### src/rtl/assert_macros.svh
// ----------------------------------------------------------------------------
// assert_macros.svh
// small set of concurrent assertion helpers for the rtl
// ----------------------------------------------------------------------------
`ifndef ASSERT_MACROS_SVH
`define ASSERT_MACROS_SVH

// same-cycle implication, checked outside reset
`define ASSERT_IMPLIES(label, clk, rst, ante, cons, msg) \
   label: assert property (@(posedge clk) disable iff (rst) (ante) |-> (cons)) \
      else $error(msg);

// next-cycle implication, checked outside reset
`define ASSERT_NEXT(label, clk, rst, ante, cons, msg) \
   label: assert property (@(posedge clk) disable iff (rst) (ante) |=> (cons)) \
      else $error(msg);

`endif

### src/rtl/gqp_pkg.sv
// ----------------------------------------------------------------------------
// gqp_pkg
// shared types, constants and gf(2^16) arithmetic for the polynomial prg
// ----------------------------------------------------------------------------
`timescale 1ns / 1ps
`default_nettype none

package gqp_pkg;

   localparam int unsigned NUM_GEN_DEF   = 8;
   localparam int unsigned MAX_TERMS_DEF = 8;

   localparam int unsigned GEN_W   = 3;
   localparam int unsigned SLOT_W  = 3;
   localparam int unsigned COEF_W  = 16;
   localparam int unsigned COUNT_W = 17;
   localparam int unsigned BYTE_W  = 8;
   localparam int unsigned TERM_W  = 4;

   // low byte of the aes reduction polynomial 0x11b
   localparam logic [7:0] GF_POLY_LO = 8'h1B;
   // y^2 + y + EXT_CONST defines the quadratic extension
   localparam logic [7:0] EXT_CONST  = 8'h20;

   typedef enum logic {
      CMD_LOAD = 1'b0,
      CMD_READ = 1'b1
   } cmd_type;

   typedef struct packed {
      cmd_type             cmd;
      logic [GEN_W-1:0]    gen;
      logic [SLOT_W-1:0]   slot;
      logic [COEF_W-1:0]   value;
      logic [COEF_W-1:0]   x;
      logic                sel;
   } item_type;

   function automatic logic [7:0] gf256_mul(input logic [7:0] a, input logic [7:0] b);
      logic [7:0] acc;
      logic [7:0] aa;
      acc = '0;
      aa  = a;
      for (int i = 0; i < 8; i++) begin
         if (b[i]) acc = acc ^ aa;
         aa = {aa[6:0], 1'b0} ^ (aa[7] ? GF_POLY_LO : 8'h00);
      end
      return acc;
   endfunction

   function automatic logic [15:0] ext_mul(input logic [15:0] a, input logic [15:0] b);
      logic [7:0] hh;
      logic [7:0] lo;
      logic [7:0] hi;
      hh = gf256_mul(a[15:8], b[15:8]);
      lo = gf256_mul(a[7:0], b[7:0]) ^ gf256_mul(EXT_CONST, hh);
      hi = gf256_mul(a[15:8], b[7:0]) ^ gf256_mul(a[7:0], b[15:8]) ^ hh;
      return {hi, lo};
   endfunction

endpackage

`default_nettype wire

### src/rtl/gqp_bank.sv
// ----------------------------------------------------------------------------
// gqp_bank
// coefficient memory for one slot: one write port, one registered read port
// ----------------------------------------------------------------------------
`timescale 1ns / 1ps
`default_nettype none

module gqp_bank
   import gqp_pkg::*;
#(
   parameter int unsigned DEPTH = NUM_GEN_DEF,
   parameter int unsigned AW    = 3
) (
   input  wire logic              clock,
   input  wire logic              wr_en,
   input  wire logic [AW-1:0]     wr_addr,
   input  wire logic [COEF_W-1:0] wr_data,
   input  wire logic              rd_en,
   input  wire logic [AW-1:0]     rd_addr,
   output logic      [COEF_W-1:0] rd_data
);

   logic [COEF_W-1:0] mem [DEPTH];

   always_ff @(posedge clock) begin
      if (wr_en) mem[wr_addr] <= wr_data;
   end

   always_ff @(posedge clock) begin
      if (rd_en) rd_data <= mem[rd_addr];
   end

endmodule

`default_nettype wire

### src/rtl/gqp_stage.sv
// ----------------------------------------------------------------------------
// gqp_stage
// one horner step: stage register, its coefficient bank and one ext multiply
// ----------------------------------------------------------------------------
`timescale 1ns / 1ps
`default_nettype none

module gqp_stage
   import gqp_pkg::*;
#(
   parameter int unsigned NUM_GEN  = NUM_GEN_DEF,
   parameter int unsigned SLOT_IDX = 0
) (
   input  wire logic              clock,
   input  wire logic              reset,
   input  wire logic              advance,
   input  wire logic [TERM_W-1:0] term_count,
   input  wire logic              in_valid,
   input  wire item_type          in_item,
   input  wire logic [COEF_W-1:0] in_acc,
   output logic                   out_valid,
   output item_type               out_item,
   output logic      [COEF_W-1:0] out_acc
);

   localparam int unsigned AW = (NUM_GEN > 1) ? $clog2(NUM_GEN) : 1;

   logic              valid_ff;
   item_type          item_ff;
   logic [COEF_W-1:0] acc_ff;
   logic [COEF_W-1:0] coef;
   logic              wr_en;
   logic              use_coef;

   // a load writes its bank as it passes, so reads and loads stay in order
   assign wr_en = advance && in_valid && (in_item.cmd == CMD_LOAD) &&
                  (int'(in_item.gen) < int'(NUM_GEN)) &&
                  (int'(in_item.slot) == int'(SLOT_IDX));

   gqp_bank #(
      .DEPTH (NUM_GEN),
      .AW    (AW)
   ) u_bank (
      .clock   (clock),
      .wr_en   (wr_en),
      .wr_addr (AW'(in_item.gen)),
      .wr_data (in_item.value),
      .rd_en   (advance),
      .rd_addr (AW'(in_item.gen)),
      .rd_data (coef)
   );

   always_ff @(posedge clock) begin
      if (reset) begin
         valid_ff <= 1'b0;
      end else if (advance) begin
         valid_ff <= in_valid;
      end
   end

   always_ff @(posedge clock) begin
      if (advance) begin
         item_ff <= in_item;
         acc_ff  <= in_acc;
      end
   end

   // slots at or above term_count contribute nothing
   assign use_coef = int'(SLOT_IDX) < int'(term_count);

   assign out_valid = valid_ff;
   assign out_item  = item_ff;
   assign out_acc   = ext_mul(acc_ff, item_ff.x) ^ (use_coef ? coef : '0);

endmodule

`default_nettype wire

### src/rtl/gf_quadratic_ext_poly_prg_top.sv
// ----------------------------------------------------------------------------
// gf_quadratic_ext_poly_prg_top
// bank of gf(2^16) polynomial prgs evaluated by a pipelined horner chain
// ----------------------------------------------------------------------------
//
//   channel   direction  handshake              payload
//   req       in         req_valid / req_stall  command, generator, coef_slot,
//                                               coef_value, count
//   rsp       out        rsp_valid / rsp_stall  rand_byte
//   csr       in         csr_write_en           csr_write_data (term_count)
//
// one word enters per cycle while req_stall is low; a read word passes each
//   horner stage, with its gf(2^16) multiply, and then the output register
// each coefficient slot has its own bank, read once per word at its stage
// synchronous reset clears valids and sets term_count to 1; the coefficient
//   banks are not cleared and need no clearing pass
// rsp_stall holds the output word; bubbles in the chain still close up, so
//   req_stall rises only once every stage holds a word
// ----------------------------------------------------------------------------
`timescale 1ns / 1ps
`default_nettype none
`include "assert_macros.svh"

module gf_quadratic_ext_poly_prg_top
   import gqp_pkg::*;
#(
   parameter int unsigned NUM_GEN   = NUM_GEN_DEF,
   parameter int unsigned MAX_TERMS = MAX_TERMS_DEF
) (
   input  wire logic               clock,
   input  wire logic               reset,
   // request channel
   input  wire logic               req_valid,
   output logic                    req_stall,
   input  wire logic               req_command,
   input  wire logic [GEN_W-1:0]   req_generator,
   input  wire logic [SLOT_W-1:0]  req_coef_slot,
   input  wire logic [COEF_W-1:0]  req_coef_value,
   input  wire logic [COUNT_W-1:0] req_count,
   // response channel
   output logic                    rsp_valid,
   input  wire logic               rsp_stall,
   output logic      [BYTE_W-1:0]  rsp_rand_byte,
   // configuration
   input  wire logic               csr_write_en,
   input  wire logic [TERM_W-1:0]  csr_write_data
);

   // term count register
   logic [TERM_W-1:0] term_count_ff;

   always_ff @(posedge clock) begin
      if (reset) begin
         term_count_ff <= TERM_W'(1);
      end else if (csr_write_en) begin
         term_count_ff <= csr_write_data;
      end
   end

   // incoming word, count split into point x and byte select
   item_type req_item;

   always_comb begin
      req_item.cmd   = cmd_type'(req_command);
      req_item.gen   = req_generator;
      req_item.slot  = req_coef_slot;
      req_item.value = req_coef_value;
      req_item.x     = req_count[COUNT_W-1:1];
      req_item.sel   = req_count[0];
   end

   // horner chain: stage k handles slot MAX_TERMS-1-k
   logic              stg_valid   [MAX_TERMS];
   item_type          stg_item    [MAX_TERMS];
   logic [COEF_W-1:0] stg_acc     [MAX_TERMS];
   logic              stg_advance [MAX_TERMS];
   logic              out_advance;

   for (genvar k = 0; k < MAX_TERMS; k++) begin : g_stage
      logic              up_valid;
      item_type          up_item;
      logic [COEF_W-1:0] up_acc;

      if (k == 0) begin : g_head
         assign up_valid = req_valid;
         assign up_item  = req_item;
         assign up_acc   = '0;
      end else begin : g_body
         assign up_valid = stg_valid[k-1];
         assign up_item  = stg_item[k-1];
         assign up_acc   = stg_acc[k-1];
      end

      // a stage takes a new word when empty or when its word moves on
      if (k == MAX_TERMS - 1) begin : g_last
         assign stg_advance[k] = !stg_valid[k] || out_advance;
      end else begin : g_mid
         assign stg_advance[k] = !stg_valid[k] || stg_advance[k+1];
      end

      gqp_stage #(
         .NUM_GEN  (NUM_GEN),
         .SLOT_IDX (MAX_TERMS - 1 - k)
      ) u_stage (
         .clock      (clock),
         .reset      (reset),
         .advance    (stg_advance[k]),
         .term_count (term_count_ff),
         .in_valid   (up_valid),
         .in_item    (up_item),
         .in_acc     (up_acc),
         .out_valid  (stg_valid[k]),
         .out_item   (stg_item[k]),
         .out_acc    (stg_acc[k])
      );
   end

   assign req_stall = !stg_advance[0];

   // output register: loads retire here without a word
   logic              last_valid;
   item_type          last_item;
   logic [COEF_W-1:0] last_acc;
   logic              last_gen_ok;
   logic              last_is_read;
   logic              rsp_valid_ff;
   logic              rsp_valid_in;
   logic [BYTE_W-1:0] rsp_byte_ff;
   logic [BYTE_W-1:0] rsp_byte_in;

   assign last_valid   = stg_valid[MAX_TERMS-1];
   assign last_item    = stg_item[MAX_TERMS-1];
   assign last_acc     = stg_acc[MAX_TERMS-1];
   assign last_gen_ok  = int'(last_item.gen) < int'(NUM_GEN);
   assign last_is_read = last_valid && (last_item.cmd == CMD_READ);

   assign out_advance  = !rsp_valid_ff || !rsp_stall;
   assign rsp_valid_in = last_is_read;

   always_comb begin
      if (!last_gen_ok) begin
         // unknown generator reads as zero
         rsp_byte_in = '0;
      end else if (last_item.sel) begin
         rsp_byte_in = last_acc[15:8];
      end else begin
         rsp_byte_in = last_acc[7:0];
      end
   end

   always_ff @(posedge clock) begin
      if (reset) begin
         rsp_valid_ff <= 1'b0;
      end else if (out_advance) begin
         rsp_valid_ff <= rsp_valid_in;
      end
   end

   always_ff @(posedge clock) begin
      if (out_advance) rsp_byte_ff <= rsp_byte_in;
   end

   assign rsp_valid     = rsp_valid_ff;
   assign rsp_rand_byte = rsp_byte_ff;

   // checks
   logic load_retire;
   logic read_retire;
   logic bad_gen_retire;

   assign load_retire    = out_advance && last_valid && (last_item.cmd == CMD_LOAD);
   assign read_retire    = out_advance && last_is_read;
   assign bad_gen_retire = read_retire && !last_gen_ok;

   `ASSERT_IMPLIES(a_stall_only_full, clock, reset, req_stall, stg_valid[0], "stall with empty head stage")
   `ASSERT_NEXT(a_load_no_word, clock, reset, load_retire, !rsp_valid, "load produced a word")
   `ASSERT_NEXT(a_read_gives_word, clock, reset, read_retire, rsp_valid, "read word lost")
   `ASSERT_NEXT(a_bad_gen_zero, clock, reset, bad_gen_retire, rsp_rand_byte == '0, "bad generator nonzero")

endmodule

`default_nettype wire
### config.mk
export PLATFORM = sky130hd
export DESIGN_NAME = gf_quadratic_ext_poly_prg_top
export DESIGN_NICKNAME = d
export VERILOG_FILES = /design/src/rtl/gqp_pkg.sv /design/src/rtl/gqp_bank.sv /design/src/rtl/gqp_stage.sv /design/src/rtl/gf_quadratic_ext_poly_prg_top.sv
export VERILOG_INCLUDE_DIRS = /design/src /design/src/rtl
export SDC_FILE = /design/constraint.sdc
export NUM_CORES = 2
export LEC_CHECK = 0
export BUFFER_PORTS_ARGS = -buffer_cell sky130_fd_sc_hd__buf_2
export CORE_AREA = 2 2 436 438
export DETAILED_ROUTE_END_ITERATION = 8
export DIE_AREA = 0 0 438 440
export GPL_TIMING_DRIVEN = 0
export PLACE_DENSITY_LB_ADDON = 0.2
export SLEW_MARGIN = 10
export SYNTH_ARGS = -nofsm -noshare
export SYNTH_HDL_FRONTEND = slang
export SYNTH_SLANG_ARGS = --single-unit
### constraint.sdc
create_clock -name clock -period 26 [get_ports clock]
set_input_delay 5.2 -clock clock [delete_from_list [all_inputs] [get_ports clock]]
set_output_delay 5.2 -clock clock [all_outputs]
set_load 0.02 [all_outputs]
; ---- Word-level counts from Yosys, hierarchy flattened
; Memory sizes are Yosys's and may differ from the RTL's. A register that Yosys moved wholly into a read port is not among the register bits.
; Index checks and enable logic that the tools add are counted.
[word_totals]
regBits = 431
mem_bits_rw = 1024
output_inout_bits = 10
wordCells = 913
n_memories = 8
[op_classes]
order_cmp = 8
eq_ne = 7
n_mux = 402
bitwise_logic = 379
reduce_logical = 46
[memory_table]
columns = name, words, width, read_ports, rd_ports_with_merged_regs, wr, line_no
row1 = g_stage[0].u_stage.u_bank.mem, 8, 16, 1, 1, 1, gqp_bank.sv:23  ; logic [COEF_W-1:0] mem [DEPTH];
row2 = g_stage[1].u_stage.u_bank.mem, 8, 16, 1, 1, 1, gqp_bank.sv:23
row3 = g_stage[2].u_stage.u_bank.mem, 8, 16, 1, 1, 1, gqp_bank.sv:23
row4 = g_stage[3].u_stage.u_bank.mem, 8, 16, 1, 1, 1, gqp_bank.sv:23
row5 = g_stage[4].u_stage.u_bank.mem, 8, 16, 1, 1, 1, gqp_bank.sv:23
row6 = g_stage[5].u_stage.u_bank.mem, 8, 16, 1, 1, 1, gqp_bank.sv:23
row7 = +2 memories, n/a, n/a, n/a, n/a, n/a, n/a
[ops]
columns = operator, count
row1 = bitwise XOR 8 bit, 314
row2 = 2-to-1 mux 8 bit, 246
row3 = 2-to-1 mux 5 bit, 105
row4 = 2-to-1 mux 16 bit, 7
row5 = inverter 4 bit, 28
row6 = bitwise XOR 16 bit, 7
row7 = 2-to-1 mux 7 bit, 14
row8 = 2-to-1 mux 6 bit, 14
row9 = inverter 5 bit, 7
row10 = logical AND 1 bit, 25
row11 = "< comparator 3 x 4 -> 1 bit, first input constant", 4
row12 = 2-to-1 mux 1 bit, 16
row13 = "inverter 1 bit, first input constant", 14
row14 = "== test 3 bit, second input constant", 4
row15 = logical NOT 1 bit, 11
row16 = logical OR 1 bit, 9
row17 = "< comparator 1 x 4 -> 1 bit, first input constant", 2
row18 = "< comparator 2 x 4 -> 1 bit, first input constant", 2
row19 = inverter 1 bit, 8
row20 = bitwise XOR 8 x 5 -> 8 bit, 1
row21 = "== test 3 x 2 -> 1 bit, second input constant", 2
row22 = "== test 3 x 1 -> 1 bit, second input constant", 1
row23 = logical NOT 3 bit, 1

; ---- Logic depth before layout (Yosys ltp)
[depth]
word_depth = 32
mapped_depth = 11
ltp_nobuf = 9

; ---- Modules after synthesis
; From an unflattened synthesis, not the netlist that was laid out.
[hier_totals]
cells_unflattened = 7661
hier_area_um2 = 97389.7
[by_module_without_submodules]
columns = mod, instances, cells_each, area_each_um2, seq_area_each_um2
row1 = gqp_bank, 8, 214, 5454.0, 4324.1
row2 = gqp_stage (g_stage[4].u_stage), 1, 749, 6782.8, 1701.6
row3 = gqp_stage (g_stage[6].u_stage), 1, 739, 6776.5, 1701.6
row4 = gqp_stage (g_stage[3].u_stage), 1, 739, 6691.4, 1701.6
row5 = gqp_stage (g_stage[0].u_stage), 1, 744, 6658.9, 1701.6
row6 = gqp_stage (g_stage[2].u_stage), 1, 736, 6607.6, 1701.6
row7 = gqp_stage (g_stage[7].u_stage), 1, 740, 6600.1, 1701.6
row8 = gqp_stage (g_stage[5].u_stage), 1, 721, 6576.3, 1701.6
row9 = gqp_stage (g_stage[1].u_stage), 1, 733, 6475.0, 1701.6
row10 = gf_quadratic_ext_poly_prg_top, 1, 48, 589.3, 340.3

; ---- Worst setup path before layout
; OpenSTA, ideal clock, no wires.
[synth_path]
path_kind = input to output
start = input rsp_stall
end = output req_stall
arrival_time_ns = 9.718
t_required_ns = 20.800
slack_ns = 11.082
path_stages = 7
path_buffers = 0
path_cell_list = and3_1 -> and2_1 -> nand2_1 -> nor2_1 -> and3_1 -> nand3_1 -> inv_1
[synth_between]
elab_chain_len = 11
[synth_lines]
columns = item, line_no
row1 = "start, declared", gf_quadratic_ext_poly_prg_top.sv:42  ; input wire logic rsp_stall,
row2 = logical NOT 1 bit, gf_quadratic_ext_poly_prg_top.sv:137  ; assign out_advance = !rsp_valid_ff || !rsp_stall;
row3 = logical OR 1 bit, gf_quadratic_ext_poly_prg_top.sv:137
row4 = logical OR 1 bit, gf_quadratic_ext_poly_prg_top.sv:96  ; assign stg_advance[k] = !stg_valid[k] || out_advance;
row5 = logical OR 1 bit (2 in series), gf_quadratic_ext_poly_prg_top.sv:98  ; assign stg_advance[k] = !stg_valid[k] || stg_advance[k+1];
row6 = via g_stage[5].u_stage.advance, gqp_stage.sv:16  ; input wire logic advance,
row7 = logical OR 1 bit (5 in series), gf_quadratic_ext_poly_prg_top.sv:98
row8 = logical NOT 1 bit, gf_quadratic_ext_poly_prg_top.sv:118  ; assign req_stall = !stg_advance[0];
row9 = "end, declared", gf_quadratic_ext_poly_prg_top.sv:34  ; output logic req_stall,
; The timed path passes the listed nets, and every way through them passes these cells.

; ---- Worst setup path after layout
; Ends and elaborated chain as after synthesis.

==> flow_summary.ini <==
[status]
outcome = finished, final reports clean

[worst_setup_path]
cp.required_ns = 20.80
end_kind = output port
crit_path_start_kind = primary input
rr_startpoint = rsp_valid
critical_path_arrival_ns = 7.58
ff2ff_path_depth = 10
r2r_slack_ns = 21.44
crit_type = primary input to output port
timing.rr.end = g_stage[1].u_stage.u_bank.mem[0][15]
crit_path_max_fanout = 26

[floorplanning]
die_width_um = 438
fp-row-count = 160
die_h_um = 440
ios = 59
start_util = 0.4568
dieArea_sq_um = 192700
fp.coreArea_sq_um = 188600

[place]
io_buffers = 57
postPlaceCellArea_sq_um = 91210
gp_congestion = 0.9379
post-dp-hpwl_mm = 184.4

[final_layout]
postLayoutCellArea_sq_um = 96290
syn_to_final_growth_pct = 11.78
drive_above_1_share = 0.07643
seqCellArea_sq_um = 47410
fillers = 16619
layout.nets = 7962
multi_input_area_sq_um = 36520

[yosys]
synth_top_area_share = 0.5473
synth_area_leaders = edfxtp_1 55%, xnor2_1 17%, nand2_1 7.4%
syn_nets = 7646
yosysTopAreaCell = edfxtp_1
seq_area_frac_synth = 0.5503
syn_area_sq_um = 86150
synth_edf_count = 1570
yosys_register_bits = 1583
synth.most_common_cell = nand2_1
ys_top_cells_by_count = 1702 x nand2_1, 1639 x xnor2_1, 1570 x edfxtp_1, 550 x a22oi_1, 468 x xor2_1
ys.flop_type = edfxtp_1
synth_cell_type_count = 61
postSynthAreaPerCell_sq_um = 11.34
async_reset_ff_frac = 0
ys_warn_count = 0
netlist_instances = 7597

[clock_network]
clk_latency_ns = 0.85
tritoncts = built
clk_pin_slew_ns = 0.06
hold_buffers = 0
post-cts-setup-buffer-count = 0
cts_buffer_depth = 3
cts-root-buf = clkbuf_16
cts_resized = 0
cts_inserted_buffers = 164
h-tree-depth = 4
clock-sinks = 1583

[route]
vias = 58450
ant_nets = 0
via_per_inst = 5.533
first_iter_violations = 6035
drc = 0
drtPass1Iterations = 7
wl_per_cell_um = 23.93
routed_wl_mm = 252.8

[global_routing]
grt_max_degree = 68
antenna_found_initial = 7
grt_pass1_wl_mm = 371.6
gr-total-overflow = 0
grt_pass1_vias = 55651
grt_use_total = 0.2573

[timing]
finalMaxSlewViolations = 0
setup_tns_ns = 0
finalClockSkew_ns = 0.06861
fmax_mhz = 78.23
tightest_slew_ns = 1.280
slew_headroom = 0.1446
hold_viol = 0
finalCriticalPeriod_ns = 12.78
rsz0062_at_grt = no
whs_ns = 0.4146
setup_viol_count_final = 0
post-route-period-util = 0.4916

[hold_path]
whs_path_depth = 0
worstHoldStart = g_stage[0].u_stage.out_item[0]
hold_end = g_stage[1].u_stage.out_item[0]
hold_class = flop to flop

[flow_run]
maxCapViolCount = 0
layout by cell type, fill, tap and decap left out, types with 26 or more instances in the layout:
cell type / n
buf_4: 28
clkinv_1: 43
inv_1: 93
buf_1: 78
xnor2_1: 1639
nor2b_1: 30
buf_8: 40
mux2i_1: 50
edfxtp_1: 1570
xor2_1: 468
nand4_1: 132
nand3_1: 37
clkbuf_16: 165
nor2_1: 123
o21ai_0: 75
nand2_1: 1699
clkbuf_1: 438
a22oi_1: 550
clkinv_2: 26
nor2_2: 47
a21oi_1: 114
buf_2: 131
o22ai_1: 31
worst max-delay path: stages:
cell and delay [ns]:
buf_2 0.10, and3_1 0.22, and2_1 0.27, nand2_4 0.29
nor2_1 0.51, and3_1 0.47, nand3_4 0.21, inv_1 0.12
buf_2 0.17
cells by family (layout without fill, tap and decap cells):
| group | Yosys count | after routing | share of synthesized area |
|---|---|---|---|
| AND/OR/NAND/NOR | 2201 | 2201 | 0.1056 |
| multiplexers | 73 | 73 | 0.008816 |
| XOR/XNOR | 2184 | 2184 | 0.2322 |
| AO/OA/AOI/OAI | 899 | 899 | 0.07317 |
| buffers and inverters | 657 | 1107 | 0.02995 |
| other | 0 | 6 | 0 |
| flip-flops | 1583 | 1583 | 0.5503 |
metrics by stage:
stage	utilization	instances	setup slack, ns
final	0.5106	10564	13.22
after global routing	0.5106	10560	12.94
after CTS	0.5104	10558	13.17
after detailed placement	0.4836	10258	13.19
after global placement	0.4750	10165	8.394
after floorplan	-	7597	11.08
final cells by class:
type / instances / share of cell area
inverters: 98 / 0.003898
well taps: 2511 / 0.03263
clock buffers: 200 / 0.04435
multi-input cells: 5357 / 0.3792
plain buffers: 559 / 0.02297
diodes: 6 / 0.0001559
flip-flops and latches: 1583 / 0.4923
repair buffers: 150 / 0.01637
clock inverters: 100 / 0.008121
sequential cells by signal, indices dropped and copies added, names as in the netlist:
name,count
g_stage.u_stage.acc_ff,112
g_stage.u_stage.out_item,298
g_stage.u_stage.out_valid,8
g_stage.u_stage.u_bank.mem,1024
g_stage.u_stage.u_bank.rd_data,128
rsp_rand_byte,8
rsp_valid,1
term_count_ff,4
metal layers:
layer / track usage / vias to the layer above / wire length, um / part of all wire
li1: - / 26820 / - / -
met1: 0.3444 / 28900 / 104400 / 0.41
met2: 0.4328 / 2299 / 123900 / 0.49
met3: 0.02835 / 425 / 15440 / 0.061
met4: 0.09299 / 6 / 8919 / 0.035
met5: 0 / - / 53 / 0.00021
worst max path at each step:
stage / from / endpoint / slack, ns
2_1_floorplan: rsp_stall / req_stall / 11.08
3_3_place_gp: rsp_stall / req_stall / 8.39
3_5_place_dp: rsp_stall / req_stall / 13.19
4_1_cts: rsp_stall / req_stall / 13.17
5_1_grt: rsp_stall / req_stall / 12.94
6_report: rsp_stall / req_stall / 13.22
Power is not shown: default switching activity piles up to over one toggle a cycle in this logic, so the estimate is an artifact.
